## src/hw/rtl/virtual_time_timer_queue_top_macros.svh

```systemverilog
// -----------------------------------------------------------------------------
// Timer queue assertion macros
// Shared concurrent assertion wrappers on clock and reset.
// -----------------------------------------------------------------------------
`ifndef VIRTUAL_TIME_TIMER_QUEUE_TOP_MACROS_SVH
`define VIRTUAL_TIME_TIMER_QUEUE_TOP_MACROS_SVH

// same-cycle implication
`define VTTQ_ASSERT_IMP(lbl, ante, cons) \
   lbl: assert property (@(posedge clock) disable iff (reset) (ante) |-> (cons)) \
      else $error("timer queue assertion failed");

// next-cycle implication
`define VTTQ_ASSERT_NXT(lbl, ante, cons) \
   lbl: assert property (@(posedge clock) disable iff (reset) (ante) |=> (cons)) \
      else $error("timer queue assertion failed");

`endif

```

## src/hw/rtl/vttq_pkg.sv

```systemverilog
// -----------------------------------------------------------------------------
// Timer queue package
// Opcodes, status codes, state type and saturating time arithmetic.
// -----------------------------------------------------------------------------
`timescale 1ns / 1ps

package vttq_pkg;

   localparam int REQ_W       = 80;
   localparam int RSP_W       = 72;
   localparam int CSR_DW      = 63;
   localparam int TIME_W      = 64;
   localparam int MAX_RESULTS = 16;
   localparam int NCNT_W      = 5;

   localparam logic signed [TIME_W-1:0] TIME_POS_MAX = 64'sh7FFF_FFFF_FFFF_FFFF;
   localparam logic signed [TIME_W-1:0] TIME_NEG_MIN = 64'sh8000_0000_0000_0000;

   localparam logic [2:0] OP_START  = 3'd0;
   localparam logic [2:0] OP_CANCEL = 3'd1;
   localparam logic [2:0] OP_SET    = 3'd2;
   localparam logic [2:0] OP_INC    = 3'd3;
   localparam logic [2:0] OP_RUN    = 3'd4;
   localparam logic [2:0] OP_FLUSH  = 3'd5;

   localparam logic [1:0] ST_DONE      = 2'd0;
   localparam logic [1:0] ST_CANCELLED = 2'd1;
   localparam logic [1:0] ST_IGNORED   = 2'd2;
   localparam logic [1:0] ST_FIRED     = 2'd3;

   localparam logic CSR_TL_IN_USE = 1'b0;
   localparam logic CSR_CLK_START = 1'b1;

   localparam logic [2:0] TL_IN_USE_RESET = 3'd4;

   typedef enum logic [2:0] {
      S_IDLE = 3'b001,
      S_SCAN = 3'b010,
      S_DONE = 3'b100
   } state_type;

   function automatic logic signed [TIME_W-1:0] sat_add(
      input logic signed [TIME_W-1:0] a,
      input logic signed [TIME_W-1:0] b
   );
      logic signed [TIME_W-1:0] s;
      s = a + b;
      if (a[TIME_W-1] == b[TIME_W-1] && s[TIME_W-1] != a[TIME_W-1]) begin
         s = b[TIME_W-1] ? TIME_NEG_MIN : TIME_POS_MAX;
      end
      return s;
   endfunction

endpackage

```

## src/hw/rtl/vttq_ram.sv

```systemverilog
// -----------------------------------------------------------------------------
// Timer queue RAM
// Generic single-write, single-read memory with registered read data.
// -----------------------------------------------------------------------------
`timescale 1ns / 1ps

module vttq_ram #(
   parameter int WIDTH = 64,
   parameter int DEPTH = 16
) (
   input  logic                             clock,
   input  logic                             wr_en,
   input  logic [$clog2(DEPTH > 1 ? DEPTH : 2)-1:0] wr_addr,
   input  logic [WIDTH-1:0]                 wr_data,
   input  logic [$clog2(DEPTH > 1 ? DEPTH : 2)-1:0] rd_addr,
   output logic [WIDTH-1:0]                 rd_data
);

   logic [WIDTH-1:0] mem [DEPTH];
   logic [WIDTH-1:0] rd_data_ff;

   always_ff @(posedge clock) begin
      if (wr_en) begin
         mem[wr_addr] <= wr_data;
      end
      rd_data_ff <= mem[rd_addr];
   end

   assign rd_data = rd_data_ff;

endmodule

```

## src/hw/rtl/virtual_time_timer_queue_top.sv

```systemverilog
// Start, cancel and clock ops make one RAM scan. Run and flush make one full expiry
// RAM scan through the single read port per fired slot, plus a final scan.
// One item at a time; a finished result waits in the output register.
// Reset (synchronous) disarms all slots, zeroes timeline clocks, in-use = 4.
// -----------------------------------------------------------------------------
// Virtual-time timer queue
// Per-timeline clocks and one-shot timer slots with expiry kept in RAM.
// -----------------------------------------------------------------------------
`timescale 1ns / 1ps

`include "virtual_time_timer_queue_top_macros.svh"

module virtual_time_timer_queue_top #(
   parameter int TIMER_SLOTS = 16,
   parameter int TIMELINES   = 4
) (
   input  logic                        clock,
   input  logic                        reset,
   input  logic                        req_tvalid,
   output logic                        req_tready,
   // opcode[2:0], timeline[4:3], timer_slot[8:5], relative[9], time_value[73:10]
   input  logic [vttq_pkg::REQ_W-1:0]  req_tdata,
   output logic                        rsp_tvalid,
   input  logic                        rsp_tready,
   // status[1:0], fired_valid[2], fired_slot[6:3], next_expiry[70:7]
   output logic [vttq_pkg::RSP_W-1:0]  rsp_tdata,
   output logic                        rsp_tlast,
   input  logic                        csr_we,
   input  logic                        csr_index,
   input  logic [vttq_pkg::CSR_DW-1:0] csr_wdata
);

   localparam int SW = (TIMER_SLOTS > 1) ? $clog2(TIMER_SLOTS) : 1;
   localparam int CW = $clog2(TIMER_SLOTS + 1);
   localparam int TW = (TIMELINES > 1) ? $clog2(TIMELINES) : 1;
   localparam int W  = vttq_pkg::TIME_W;

   vttq_pkg::state_type state_ff;

   logic [2:0]          op_ff;
   logic [1:0]          t_ff;
   logic [3:0]          slot_ff;
   logic                rel_ff;
   logic signed [W-1:0] val_ff;
   logic                bad_ff;
   logic [2:0]          tiu_ff;

   logic signed [W-1:0] clk_ff [TIMELINES];
   logic                armed_ff [TIMER_SLOTS];
   logic [1:0]          tag_ff [TIMER_SLOTS];

   logic [CW-1:0]       cnt_ff;
   logic                rdv_ff;
   logic [SW-1:0]       rdi_ff;
   logic                first_ff;
   logic                nv_ff;
   logic signed [W-1:0] nmin_ff;
   logic                bv_ff;
   logic signed [W-1:0] bexp_ff;
   logic [SW-1:0]       bidx_ff;
   logic [vttq_pkg::NCNT_W-1:0] n_ff;
   logic                pv_ff;
   logic [SW-1:0]       pslot_ff;

   logic                rsp_valid_ff;
   logic [1:0]          rsp_status_ff;
   logic                rsp_fv_ff;
   logic [3:0]          rsp_slot_ff;
   logic signed [W-1:0] rsp_next_ff;
   logic                rsp_last_ff;

   logic signed [W-1:0] cur_clk;
   logic signed [W-1:0] rd_data;
   logic signed [W-1:0] wr_data_in;
   logic [SW-1:0]       s_idx;
   logic [TW-1:0]       t_idx;
   logic                slot_ok;
   logic                elig;
   logic                lim_ok;
   logic                out_free;
   logic                run_op;
   logic                found;
   logic                push;
   logic                advance;
   logic                finish;
   logic                ram_we;
   logic [1:0]          res_status;
   logic                res_fv;
   logic [3:0]          res_slot;
   logic                res_last;
   logic signed [W-1:0] next_out;

   assign t_idx    = TW'(t_ff);
   assign s_idx    = SW'(slot_ff);
   assign cur_clk  = clk_ff[t_idx];
   assign slot_ok  = 32'(slot_ff) < TIMER_SLOTS;
   assign out_free = !rsp_valid_ff || rsp_tready;
   assign run_op   = !bad_ff && (op_ff == vttq_pkg::OP_RUN || op_ff == vttq_pkg::OP_FLUSH);
   assign found    = bv_ff && (32'(n_ff) < vttq_pkg::MAX_RESULTS);
   assign next_out = nv_ff ? nmin_ff : '0;
   assign elig     = armed_ff[rdi_ff] && (tag_ff[rdi_ff] == t_ff);
   assign lim_ok   = (op_ff == vttq_pkg::OP_FLUSH) || (rd_data <= cur_clk);
   assign wr_data_in = rel_ff ? vttq_pkg::sat_add(cur_clk, val_ff) : val_ff;

   assign req_tready = (state_ff == vttq_pkg::S_IDLE);

   always_comb begin
      push       = 1'b0;
      advance    = 1'b0;
      finish     = 1'b0;
      res_status = vttq_pkg::ST_DONE;
      res_fv     = 1'b0;
      res_slot   = '0;
      res_last   = 1'b1;
      if (state_ff == vttq_pkg::S_DONE) begin
         if (bad_ff) begin
            push       = out_free;
            finish     = out_free;
            res_status = vttq_pkg::ST_IGNORED;
         end else if (run_op) begin
            if (found) begin
               push       = pv_ff && out_free;
               advance    = !pv_ff || out_free;
               res_status = vttq_pkg::ST_FIRED;
               res_fv     = 1'b1;
               res_slot   = 4'(pslot_ff);
               res_last   = 1'b0;
            end else begin
               push   = out_free;
               finish = out_free;
               if (pv_ff) begin
                  res_status = vttq_pkg::ST_FIRED;
                  res_fv     = 1'b1;
                  res_slot   = 4'(pslot_ff);
               end
            end
         end else begin
            push   = out_free;
            finish = out_free;
            case (op_ff) inside
               vttq_pkg::OP_START:
                  res_status = slot_ok ? vttq_pkg::ST_DONE : vttq_pkg::ST_IGNORED;
               vttq_pkg::OP_CANCEL:
                  res_status = !slot_ok ? vttq_pkg::ST_IGNORED :
                               armed_ff[s_idx] ? vttq_pkg::ST_CANCELLED : vttq_pkg::ST_DONE;
               vttq_pkg::OP_SET, vttq_pkg::OP_INC:
                  res_status = (val_ff <= 0) ? vttq_pkg::ST_IGNORED : vttq_pkg::ST_DONE;
               default:
                  res_status = vttq_pkg::ST_IGNORED;
            endcase
         end
      end
   end

   assign ram_we = finish && !bad_ff && !run_op && op_ff == vttq_pkg::OP_START && slot_ok;

   vttq_ram #(
      .WIDTH (W),
      .DEPTH (TIMER_SLOTS)
   ) u_expiry_ram (
      .clock   (clock),
      .wr_en   (ram_we),
      .wr_addr (s_idx),
      .wr_data (wr_data_in),
      .rd_addr (cnt_ff[SW-1:0]),
      .rd_data (rd_data)
   );

   always_ff @(posedge clock) begin
      if (reset) begin
         state_ff     <= vttq_pkg::S_IDLE;
         tiu_ff       <= vttq_pkg::TL_IN_USE_RESET;
         rsp_valid_ff <= 1'b0;
         rdv_ff       <= 1'b0;
         n_ff         <= '0;
         bv_ff        <= 1'b0;
         nv_ff        <= 1'b0;
         pv_ff        <= 1'b0;
         // clocks reset to zero
         for (int i = 0; i < TIMELINES; i++) begin
            clk_ff[i] <= '0;
         end
         for (int i = 0; i < TIMER_SLOTS; i++) begin
            armed_ff[i] <= 1'b0;
            tag_ff[i]   <= '0;
         end
      end else begin
         if (csr_we && csr_index == vttq_pkg::CSR_TL_IN_USE) begin
            tiu_ff <= csr_wdata[2:0];
         end

         if (push) begin
            rsp_valid_ff  <= 1'b1;
            rsp_status_ff <= res_status;
            rsp_fv_ff     <= res_fv;
            rsp_slot_ff   <= res_slot;
            rsp_next_ff   <= next_out;
            rsp_last_ff   <= res_last;
         end else if (rsp_tready) begin
            rsp_valid_ff <= 1'b0;
         end

         unique case (state_ff)
            vttq_pkg::S_IDLE: begin
               if (req_tvalid) begin
                  op_ff    <= req_tdata[2:0];
                  t_ff     <= req_tdata[4:3];
                  slot_ff  <= req_tdata[8:5];
                  rel_ff   <= req_tdata[9];
                  val_ff   <= req_tdata[73:10];
                  bad_ff   <= !(req_tdata[4:3] < tiu_ff && 32'(req_tdata[4:3]) < TIMELINES);
                  nv_ff    <= 1'b0;
                  bv_ff    <= 1'b0;
                  pv_ff    <= 1'b0;
                  n_ff     <= '0;
                  first_ff <= 1'b1;
                  cnt_ff   <= '0;
                  rdv_ff   <= 1'b0;
                  state_ff <= (req_tdata[4:3] < tiu_ff && 32'(req_tdata[4:3]) < TIMELINES)
                              ? vttq_pkg::S_SCAN : vttq_pkg::S_DONE;
               end
            end
            vttq_pkg::S_SCAN: begin
               if (cnt_ff < CW'(TIMER_SLOTS)) begin
                  cnt_ff <= cnt_ff + 1'b1;
               end
               rdv_ff <= cnt_ff < CW'(TIMER_SLOTS);
               rdi_ff <= cnt_ff[SW-1:0];
               if (rdv_ff) begin
                  if (first_ff && elig && (!nv_ff || rd_data < nmin_ff)) begin
                     nv_ff   <= 1'b1;
                     nmin_ff <= rd_data;
                  end
                  if (elig && lim_ok && (!bv_ff || rd_data < bexp_ff)) begin
                     bv_ff   <= 1'b1;
                     bexp_ff <= rd_data;
                     bidx_ff <= rdi_ff;
                  end
                  if (rdi_ff == SW'(TIMER_SLOTS - 1)) begin
                     state_ff <= vttq_pkg::S_DONE;
                  end
               end
            end
            vttq_pkg::S_DONE: begin
               if (advance) begin
                  armed_ff[bidx_ff] <= 1'b0;
                  pv_ff    <= 1'b1;
                  pslot_ff <= bidx_ff;
                  n_ff     <= n_ff + 1'b1;
                  bv_ff    <= 1'b0;
                  first_ff <= 1'b0;
                  cnt_ff   <= '0;
                  rdv_ff   <= 1'b0;
                  state_ff <= vttq_pkg::S_SCAN;
               end else if (finish) begin
                  state_ff <= vttq_pkg::S_IDLE;
                  if (!bad_ff && !run_op) begin
                     case (op_ff)
                        vttq_pkg::OP_START: begin
                           if (slot_ok) begin
                              armed_ff[s_idx] <= 1'b1;
                              tag_ff[s_idx]   <= t_ff;
                           end
                        end
                        vttq_pkg::OP_CANCEL: begin
                           if (slot_ok) begin
                              armed_ff[s_idx] <= 1'b0;
                           end
                        end
                        vttq_pkg::OP_SET: begin
                           if (val_ff > 0) begin
                              clk_ff[t_idx] <= val_ff;
                           end
                        end
                        vttq_pkg::OP_INC: begin
                           if (val_ff > 0) begin
                              clk_ff[t_idx] <= vttq_pkg::sat_add(cur_clk, val_ff);
                           end
                        end
                        default: begin
                        end
                     endcase
                  end
               end
            end
            default: state_ff <= vttq_pkg::S_IDLE;
         endcase
      end
   end

   assign rsp_tvalid = rsp_valid_ff;
   assign rsp_tlast  = rsp_last_ff;
   assign rsp_tdata  = {1'b0, rsp_next_ff, rsp_slot_ff, rsp_fv_ff, rsp_status_ff};

   `VTTQ_ASSERT_IMP(a_fire_cap, 1'b1, 32'(n_ff) <= vttq_pkg::MAX_RESULTS)
   `VTTQ_ASSERT_IMP(a_best_armed, state_ff == vttq_pkg::S_SCAN && bv_ff, armed_ff[bidx_ff])
   `VTTQ_ASSERT_NXT(a_busy_after_xfer, req_tvalid && req_tready, state_ff != vttq_pkg::S_IDLE)

endmodule

```

## config.mk

```make
export PLATFORM = sky130hd
export DESIGN_NAME = virtual_time_timer_queue_top
export DESIGN_NICKNAME = d
export VERILOG_FILES = /design/src/hw/rtl/vttq_pkg.sv /design/src/hw/rtl/vttq_ram.sv /design/src/hw/rtl/virtual_time_timer_queue_top.sv
export VERILOG_INCLUDE_DIRS = /design/src /design/src/hw/rtl
export SDC_FILE = /design/constraint.sdc
export NUM_CORES = 2
export LEC_CHECK = 0
export BUFFER_PORTS_ARGS = -buffer_cell sky130_fd_sc_hd__buf_4
export CAP_MARGIN = 15
export CORE_MARGIN = 10
export CORE_UTILIZATION = 60
export CTS_CLUSTER_SIZE = 20
export DETAILED_ROUTE_END_ITERATION = 10
export PLACE_DENSITY = 0.77
export SETUP_SLACK_MARGIN = 0.05
export SLEW_MARGIN = 0
export SYNTH_ARGS = -nofsm -noshare
export SYNTH_HDL_FRONTEND = slang
export SYNTH_HIERARCHICAL = 1
export SYNTH_SLANG_ARGS = --single-unit
```

## constraint.sdc

```tcl
create_clock -name clock -period 8.55 [get_ports clock]
set_input_delay 0.4275 -clock clock [delete_from_list [all_inputs] [get_ports clock]]
set_output_delay 0.4275 -clock clock [all_outputs]
set_load 0.005 [all_outputs]
```

# == Yosys cells after proc, flatten, opt, wreduce, memory -nomap -nowiden ==
# Memories as Yosys holds them, arrays and structs flattened. A register that Yosys moved wholly into a read port is not among the register bits.
# Index checks and enable logic that the tools add are counted.
# totals
regBits,309
latchBits,0
mem_bits_rw,1328
mem_bits_ro,0
in_bits,149
out_inout_bits,75
word_cells,239
memories,4
# classes
addsub,3
multipliers,0
div_mod_pow,0
magnitude_cmp,8
n_eq_ne,20
n_shift,0
mux,119
n_bitwise,6
reduce_logical,52
# mem_list
memory,words,width,rd,rd_ports_with_merged_regs,wr,line_no,rtl
u_expiry_ram.mem,16,64,1,1,1,vttq_ram.sv:19,logic [WIDTH-1:0] mem [DEPTH];
clk_ff,4,64,1,1,4,virtual_time_timer_queue_top.sv:48,logic signed [W-1:0] clk_ff [TIMELINES];
tag_ff,16,2,1,1,16,virtual_time_timer_queue_top.sv:50,logic [1:0] tag_ff [TIMER_SLOTS];
armed_ff,16,1,2,2,16,virtual_time_timer_queue_top.sv:49,logic armed_ff [TIMER_SLOTS];
# op_table
operator,count
$mux 64,12
$lt 64x64->1,2
$mux 1,70
$add 64x64->64,1
$gt 64x1->1 const B,1
$le 64x1->1 const B,1
$le 64x64->1,1
$reduce_or 64->1,1
$mux 4,8
$mux 2,11
$mux 5,4
$reduce_and 4->1,5
$mux 3,6
$pmux 5 s3,1
$logic_and 1x1->1,14
$ne 2x2->1 const B,7
$reduce_and 3->1,4
$add 5x1->5 const B,2
$lt 5x5->1 const B,2
$pmux 5 s2,1
$reduce_and 5->1,2
$eq 3x2->1 const B,3
$eq 3x3->1 const B,3
$pmux 3 s3,1
other kinds (20),45

# == Depth between registers and ports, before layout ==
# depth
ltp_word,14
depth_mapped,22
depth_no_buf,17

# == Modules after synthesis ==
# Netlist, hierarchy kept.
# by_module_without_submodules
mod,n_inst,cells_each,area_per_inst_um2
vttq_ram,1,1647,39581.7
virtual_time_timer_queue_top,1,2994,34529.4

# == Worst setup path after synthesis ==
# No wires, ideal clock.
# synth_path
path_kind,reg2reg
start,register (tool-made name)
end,register bexp_ff[0] (enable)
setup_ps,517
arrival_time_ps,6501
t_required_ps,8033
slack_ps,1532
stages_incl_launch_ff,15
path_cell_list,dfxtp_1 buf_2 buf_1 mux4_2 inv_1 ha_1 a21o_1 a21o_1 a21oi_1 o211ai_1 a21oi_1 nand4_1 nor4bb_1 o31ai_1 a21oi_1
# synth_rtl
element,line_no,rtl
"end signal, assigned",virtual_time_timer_queue_top.sv:236,bexp_ff <= rd_data;
"end, declared",virtual_time_timer_queue_top.sv:59,logic signed [W-1:0] bexp_ff;

==> flow_results.xml <==
<?xml version="1.0" encoding="UTF-8"?>
<metrics>
  <group name="outcome">
    <metric name="result_of_the_run" unit="">completed</metric>
  </group>
  <group name="worst_setup_path">
    <metric name="worstPathCellList" unit="">buf_12 &gt; mux4_2 &gt; ha_1 &gt; nand2_1 &gt; nor4_1 &gt; nand2_1 &gt; a2111o_1 &gt; a2bb2oi_1 &gt; o22ai_2 &gt; o21ai_0 &gt; fa_1 &gt; or3_1 &gt; nand2_1 &gt; buf_4 &gt; a21oi_1 &gt; a21o_1</metric>
    <metric name="worst_setup_sp_type" unit="">register</metric>
    <metric name="worst-endpoint-required" unit="ns">8.98</metric>
    <metric name="timing.setup.critical_path_class" unit="">reg -&gt; reg</metric>
    <metric name="critical_path.endpoint_type" unit="">register</metric>
    <metric name="timing.critical_path.mode_cell" unit="">sky130_fd_sc_hd__nand2_1</metric>
    <metric name="critical_path_buf_inv_count" unit="">2</metric>
    <metric name="critical-path-max-stage-delay" unit="ns">0.77</metric>
    <metric name="cp_max_fo" unit="">28</metric>
    <metric name="critPathTopFamily" unit="">simple AND/OR/NAND/NOR gates</metric>
    <metric name="critPathArrivalTime" unit="ns">7.58</metric>
    <metric name="worst_path_max_delay_cell" unit="">sky130_fd_sc_hd__dfxtp_4</metric>
  </group>
  <group name="cts">
    <metric name="tritoncts" unit="">built</metric>
    <metric name="htreeDepth" unit="">4</metric>
    <metric name="postCtsSetupBuffers" unit="">0</metric>
    <metric name="clk_root_buffer_cell" unit="">sky130_fd_sc_hd__clkbuf_16</metric>
    <metric name="cts_hold_buffers" unit="">78</metric>
    <metric name="clk_latency" unit="ns">0.81</metric>
    <metric name="clk_pin_slew_worst_paths" unit="ns">0.06</metric>
    <metric name="clockBufferDepth" unit="">3</metric>
    <metric name="numClockSinks" unit="">1711</metric>
    <metric name="cts_buffers" unit="">163</metric>
    <metric name="post_cts_resized" unit="">0</metric>
  </group>
  <group name="sta">
    <metric name="setup_violations" unit="">0</metric>
    <metric name="final_max_slew_viol_count" unit="">0</metric>
    <metric name="setup_ws" unit="ns">1.40</metric>
    <metric name="min_period" unit="ns">7.15</metric>
    <metric name="number_of_hold_violations_in_the_final_report" unit="">0</metric>
    <metric name="unrepaired_setup_endpoints_after_global_routing" unit="">no</metric>
    <metric name="timing.setup.tns" unit="ns">0</metric>
    <metric name="highest_attainable_clock_frequency" unit="MHz">140</metric>
    <metric name="worst_slew_margin_rel" unit="">0.207</metric>
    <metric name="fin_worst_skew" unit="ns">0.0339</metric>
    <metric name="min_period_over_period" unit="">0.836</metric>
    <metric name="worst_pin_slew" unit="ns">1.19</metric>
  </group>
  <group name="synth">
    <metric name="synth.net_count" unit="">5048</metric>
    <metric name="synth_sequential_area_ratio" unit="">0.681</metric>
    <metric name="synthesis.area" unit="mm²">0.0741</metric>
    <metric name="ys_ff_latch" unit="">1711</metric>
    <metric name="synth_cell_type_count" unit="">86</metric>
    <metric name="ys_warn_count" unit="">6</metric>
    <metric name="mean_instance_size_in_the_synthesized_netlist" unit="µm²">16.0</metric>
    <metric name="number_of_flops_mapped_to_enable_cells_by_yosys" unit="">1621</metric>
    <metric name="synth-main-ff-cell" unit="">sky130_fd_sc_hd__edfxtp_1</metric>
    <metric name="synthCells" unit="">4641</metric>
    <metric name="post_synthesis_async_set_or_reset_flop_share" unit="">0</metric>
  </group>
  <group name="placed_design">
    <metric name="dp.final_hpwl" unit="µm">126000</metric>
    <metric name="placement.cell_area" unit="mm²">0.0775</metric>
    <metric name="placed_cells_incl_taps" unit="">6321</metric>
    <metric name="finalWeightedCongestion" unit="">0.968</metric>
    <metric name="dpl_worst_slack" unit="ns">1.56</metric>
    <metric name="buffer_ports.inserted" unit="">156</metric>
  </group>
  <group name="global_routing">
    <metric name="number_of_antenna_violations_at_the_first_check_in_global_routing" unit="">3</metric>
    <metric name="grt_use_total" unit="">0.297</metric>
    <metric name="largest_net_degree_at_the_start_of_global_routing" unit="">134</metric>
    <metric name="grt_first_pass_wirelength" unit="µm">299000</metric>
    <metric name="via_count_of_the_first_global_routing_pass" unit="">45000</metric>
    <metric name="grt.overflow.total" unit="">0</metric>
  </group>
  <group name="cells_and_area">
    <metric name="layout.nets" unit="">5348</metric>
    <metric name="final-instance-count-excl-fill" unit="">6704</metric>
    <metric name="drive_above_1_share" unit="">0.185</metric>
    <metric name="mostFrequentLayoutCells" unit="">1621 x sky130_fd_sc_hd__edfxtp_1, 351 x sky130_fd_sc_hd__nor2_1, 337 x sky130_fd_sc_hd__mux4_2, 268 x sky130_fd_sc_hd__buf_4, 256 x sky130_fd_sc_hd__ha_1</metric>
    <metric name="most_frequent_standard_cell_in_the_layout_excluding_fill_and_tap_cells" unit="">sky130_fd_sc_hd__edfxtp_1</metric>
    <metric name="areaGrowthSynthToFinish" unit="%">12.8</metric>
    <metric name="design_area" unit="mm²">0.0836</metric>
  </group>
  <group name="detailed_routing">
    <metric name="vias" unit="">44500</metric>
    <metric name="drt_first_pass_iters" unit="">8</metric>
    <metric name="vias_per_cell" unit="">6.64</metric>
    <metric name="detailedRoute.firstIterationViolations" unit="">5580</metric>
    <metric name="wl_per_cell" unit="µm">30.7</metric>
    <metric name="final_antenna_net_count" unit="">0</metric>
    <metric name="detail_route.drc_violations" unit="">0</metric>
    <metric name="wl" unit="µm">206000</metric>
  </group>
  <group name="floorplan">
    <metric name="vertical_die_dimension" unit="µm">371</metric>
    <metric name="io_pins" unit="">224</metric>
    <metric name="floorplan.die_area" unit="mm²">0.138</metric>
    <metric name="core_area" unit="mm²">0.122</metric>
    <metric name="rows" unit="">128</metric>
    <metric name="start_util" unit="">0.606</metric>
    <metric name="floorplan.die.width" unit="µm">371</metric>
  </group>
  <group name="power_and_ir_drop">
    <metric name="peakVddDrop" unit="V">0.000236</metric>
    <metric name="total_power" unit="mW">19.3</metric>
    <metric name="power.static_leakage" unit="nW">29.5</metric>
    <metric name="powerDensity" unit="mW/mm²">232</metric>
  </group>
  <group name="hold_path">
    <metric name="timing.hold.worst.class" unit="">in -&gt; reg</metric>
  </group>
  <group name="job">
    <metric name="max-cap-violations" unit="">0</metric>
  </group>
</metrics>
final timing paths:
| check | from | endpoint | slack, ns | depth (start not counted) |
|---|---|---|---|---|
| max reg2reg | register | u_expiry_ram/mem[9][38]$_DFFE_PP_ | 1.40 | 16 |
| min | csr_index | tiu_ff[0]$_SDFFE_PP0P_ | 0.07 | 4 |
| min reg2reg | n_ff[4]$_SDFFE_PP0P_ | n_ff[4]$_SDFFE_PP0P_ | 0.45 | 2 |
| max | register | u_expiry_ram/mem[9][38]$_DFFE_PP_ | 1.40 | 16 |
logic make-up after synthesis:
| group | count (synthesis) | share of synthesized area |
|---|---|---|
| DFF | 1711 | 0.681 |
| and+or+nand+nor | 967 | 0.0614 |
| AOI/OAI and AO/OA | 789 | 0.0712 |
| buffers and inverters | 472 | 0.0262 |
| muxes | 388 | 0.110 |
| adders and majority gates | 258 | 0.0438 |
| xor gates and xnor gates | 55 | 0.00650 |
| other | 1 | 0.0000506 |
stage by stage:
step,utilization,hold slack (ns)
final,0.684,0.0697
after global routing,0.684,0.0836
after CTS,0.684,0.0212
after detailed placement,0.634,0.449
after global placement,0.634,0.441
after floorplan,-,0.432
metal layers:
layer | wire (µm) | GRT usage | vias to the layer above
li1 | - | - | 18800
met1 | 75400 | 0.394 | 22400
met2 | 97300 | 0.471 | 2758
met3 | 22800 | 0.0681 | 483
met4 | 10200 | 0.135 | 2
met5 | 13 | 0 | -
registers in the layout, summed over array words and instances, names as in the netlist, 5 cells and up, named ones only:
register / cells
armed_ff: 16
bexp_ff: 64
clk_ff: 256
cnt_ff: 5
n_ff: 5
nmin_ff: 64
rsp_next_ff: 64
tag_ff: 32
u_expiry_ram/mem: 1024
u_expiry_ram/rd_data: 64
val_ff: 64
area by class of cell:
cell class / instances / area (µm²)
repair buffers: 352 / 2910
inverters: 255 / 957
fillers: 7781 / 38600
clock buffers: 218 / 4430
clock inverters: 84 / 828
well taps: 1625 / 2030
multi-input cells: 2458 / 21900
diodes: 1 / 2.50
flip-flops and latches: 1711 / 50500
tightest hold or removal path: stages:
cell and delay [ns]:
sky130_fd_sc_hd__buf_4 0.08, sky130_fd_sc_hd__nor2b_1 0.10, sky130_fd_sc_hd__mux2i_1 0.14, sky130_fd_sc_hd__nor2_1 0.08
cell usage after synthesis, types with 20 or more instances:
library cell / instances / area share
sky130_fd_sc_hd__edfxtp_1: 1621 / 0.66
sky130_fd_sc_hd__o211ai_1: 20 / 0.0020
sky130_fd_sc_hd__a22oi_1: 130 / 0.013
sky130_fd_sc_hd__o21bai_1: 34 / 0.0034
sky130_fd_sc_hd__nor2_1: 367 / 0.019
sky130_fd_sc_hd__inv_1: 254 / 0.013
sky130_fd_sc_hd__mux4_2: 337 / 0.10
sky130_fd_sc_hd__a21o_1: 87 / 0.0088
sky130_fd_sc_hd__nor4_1: 40 / 0.0034
sky130_fd_sc_hd__a21oi_1: 204 / 0.014
sky130_fd_sc_hd__o21ai_0: 111 / 0.0075
sky130_fd_sc_hd__dfxtp_1: 90 / 0.024
sky130_fd_sc_hd__a31oi_1: 20 / 0.0017
sky130_fd_sc_hd__nor3_1: 52 / 0.0035
sky130_fd_sc_hd__nand4_1: 65 / 0.0055
sky130_fd_sc_hd__xnor2_1: 36 / 0.0043
sky130_fd_sc_hd__nand2_1: 210 / 0.011
sky130_fd_sc_hd__a211oi_1: 43 / 0.0044
sky130_fd_sc_hd__clkbuf_1: 140 / 0.0071
sky130_fd_sc_hd__and2_1: 81 / 0.0068
sky130_fd_sc_hd__nor2b_1: 22 / 0.0019
sky130_fd_sc_hd__mux2i_1: 21 / 0.0028
sky130_fd_sc_hd__nand3_1: 47 / 0.0032
sky130_fd_sc_hd__buf_1: 30 / 0.0015
sky130_fd_sc_hd__mux2_2: 30 / 0.0046
sky130_fd_sc_hd__ha_1: 256 / 0.043
sky130_fd_sc_hd__buf_2: 23 / 0.0016
report_power, final:
| group | internal (mW) | switching [mW] | total [mW] |
|---|---|---|---|
| Combinational | 0.852 | 1.56 | 2.41 |
| Sequential | 9.58 | 0.217 | 9.80 |
| Clock | 3.98 | 3.16 | 7.14 |
Power figures use the tool's default switching activity.
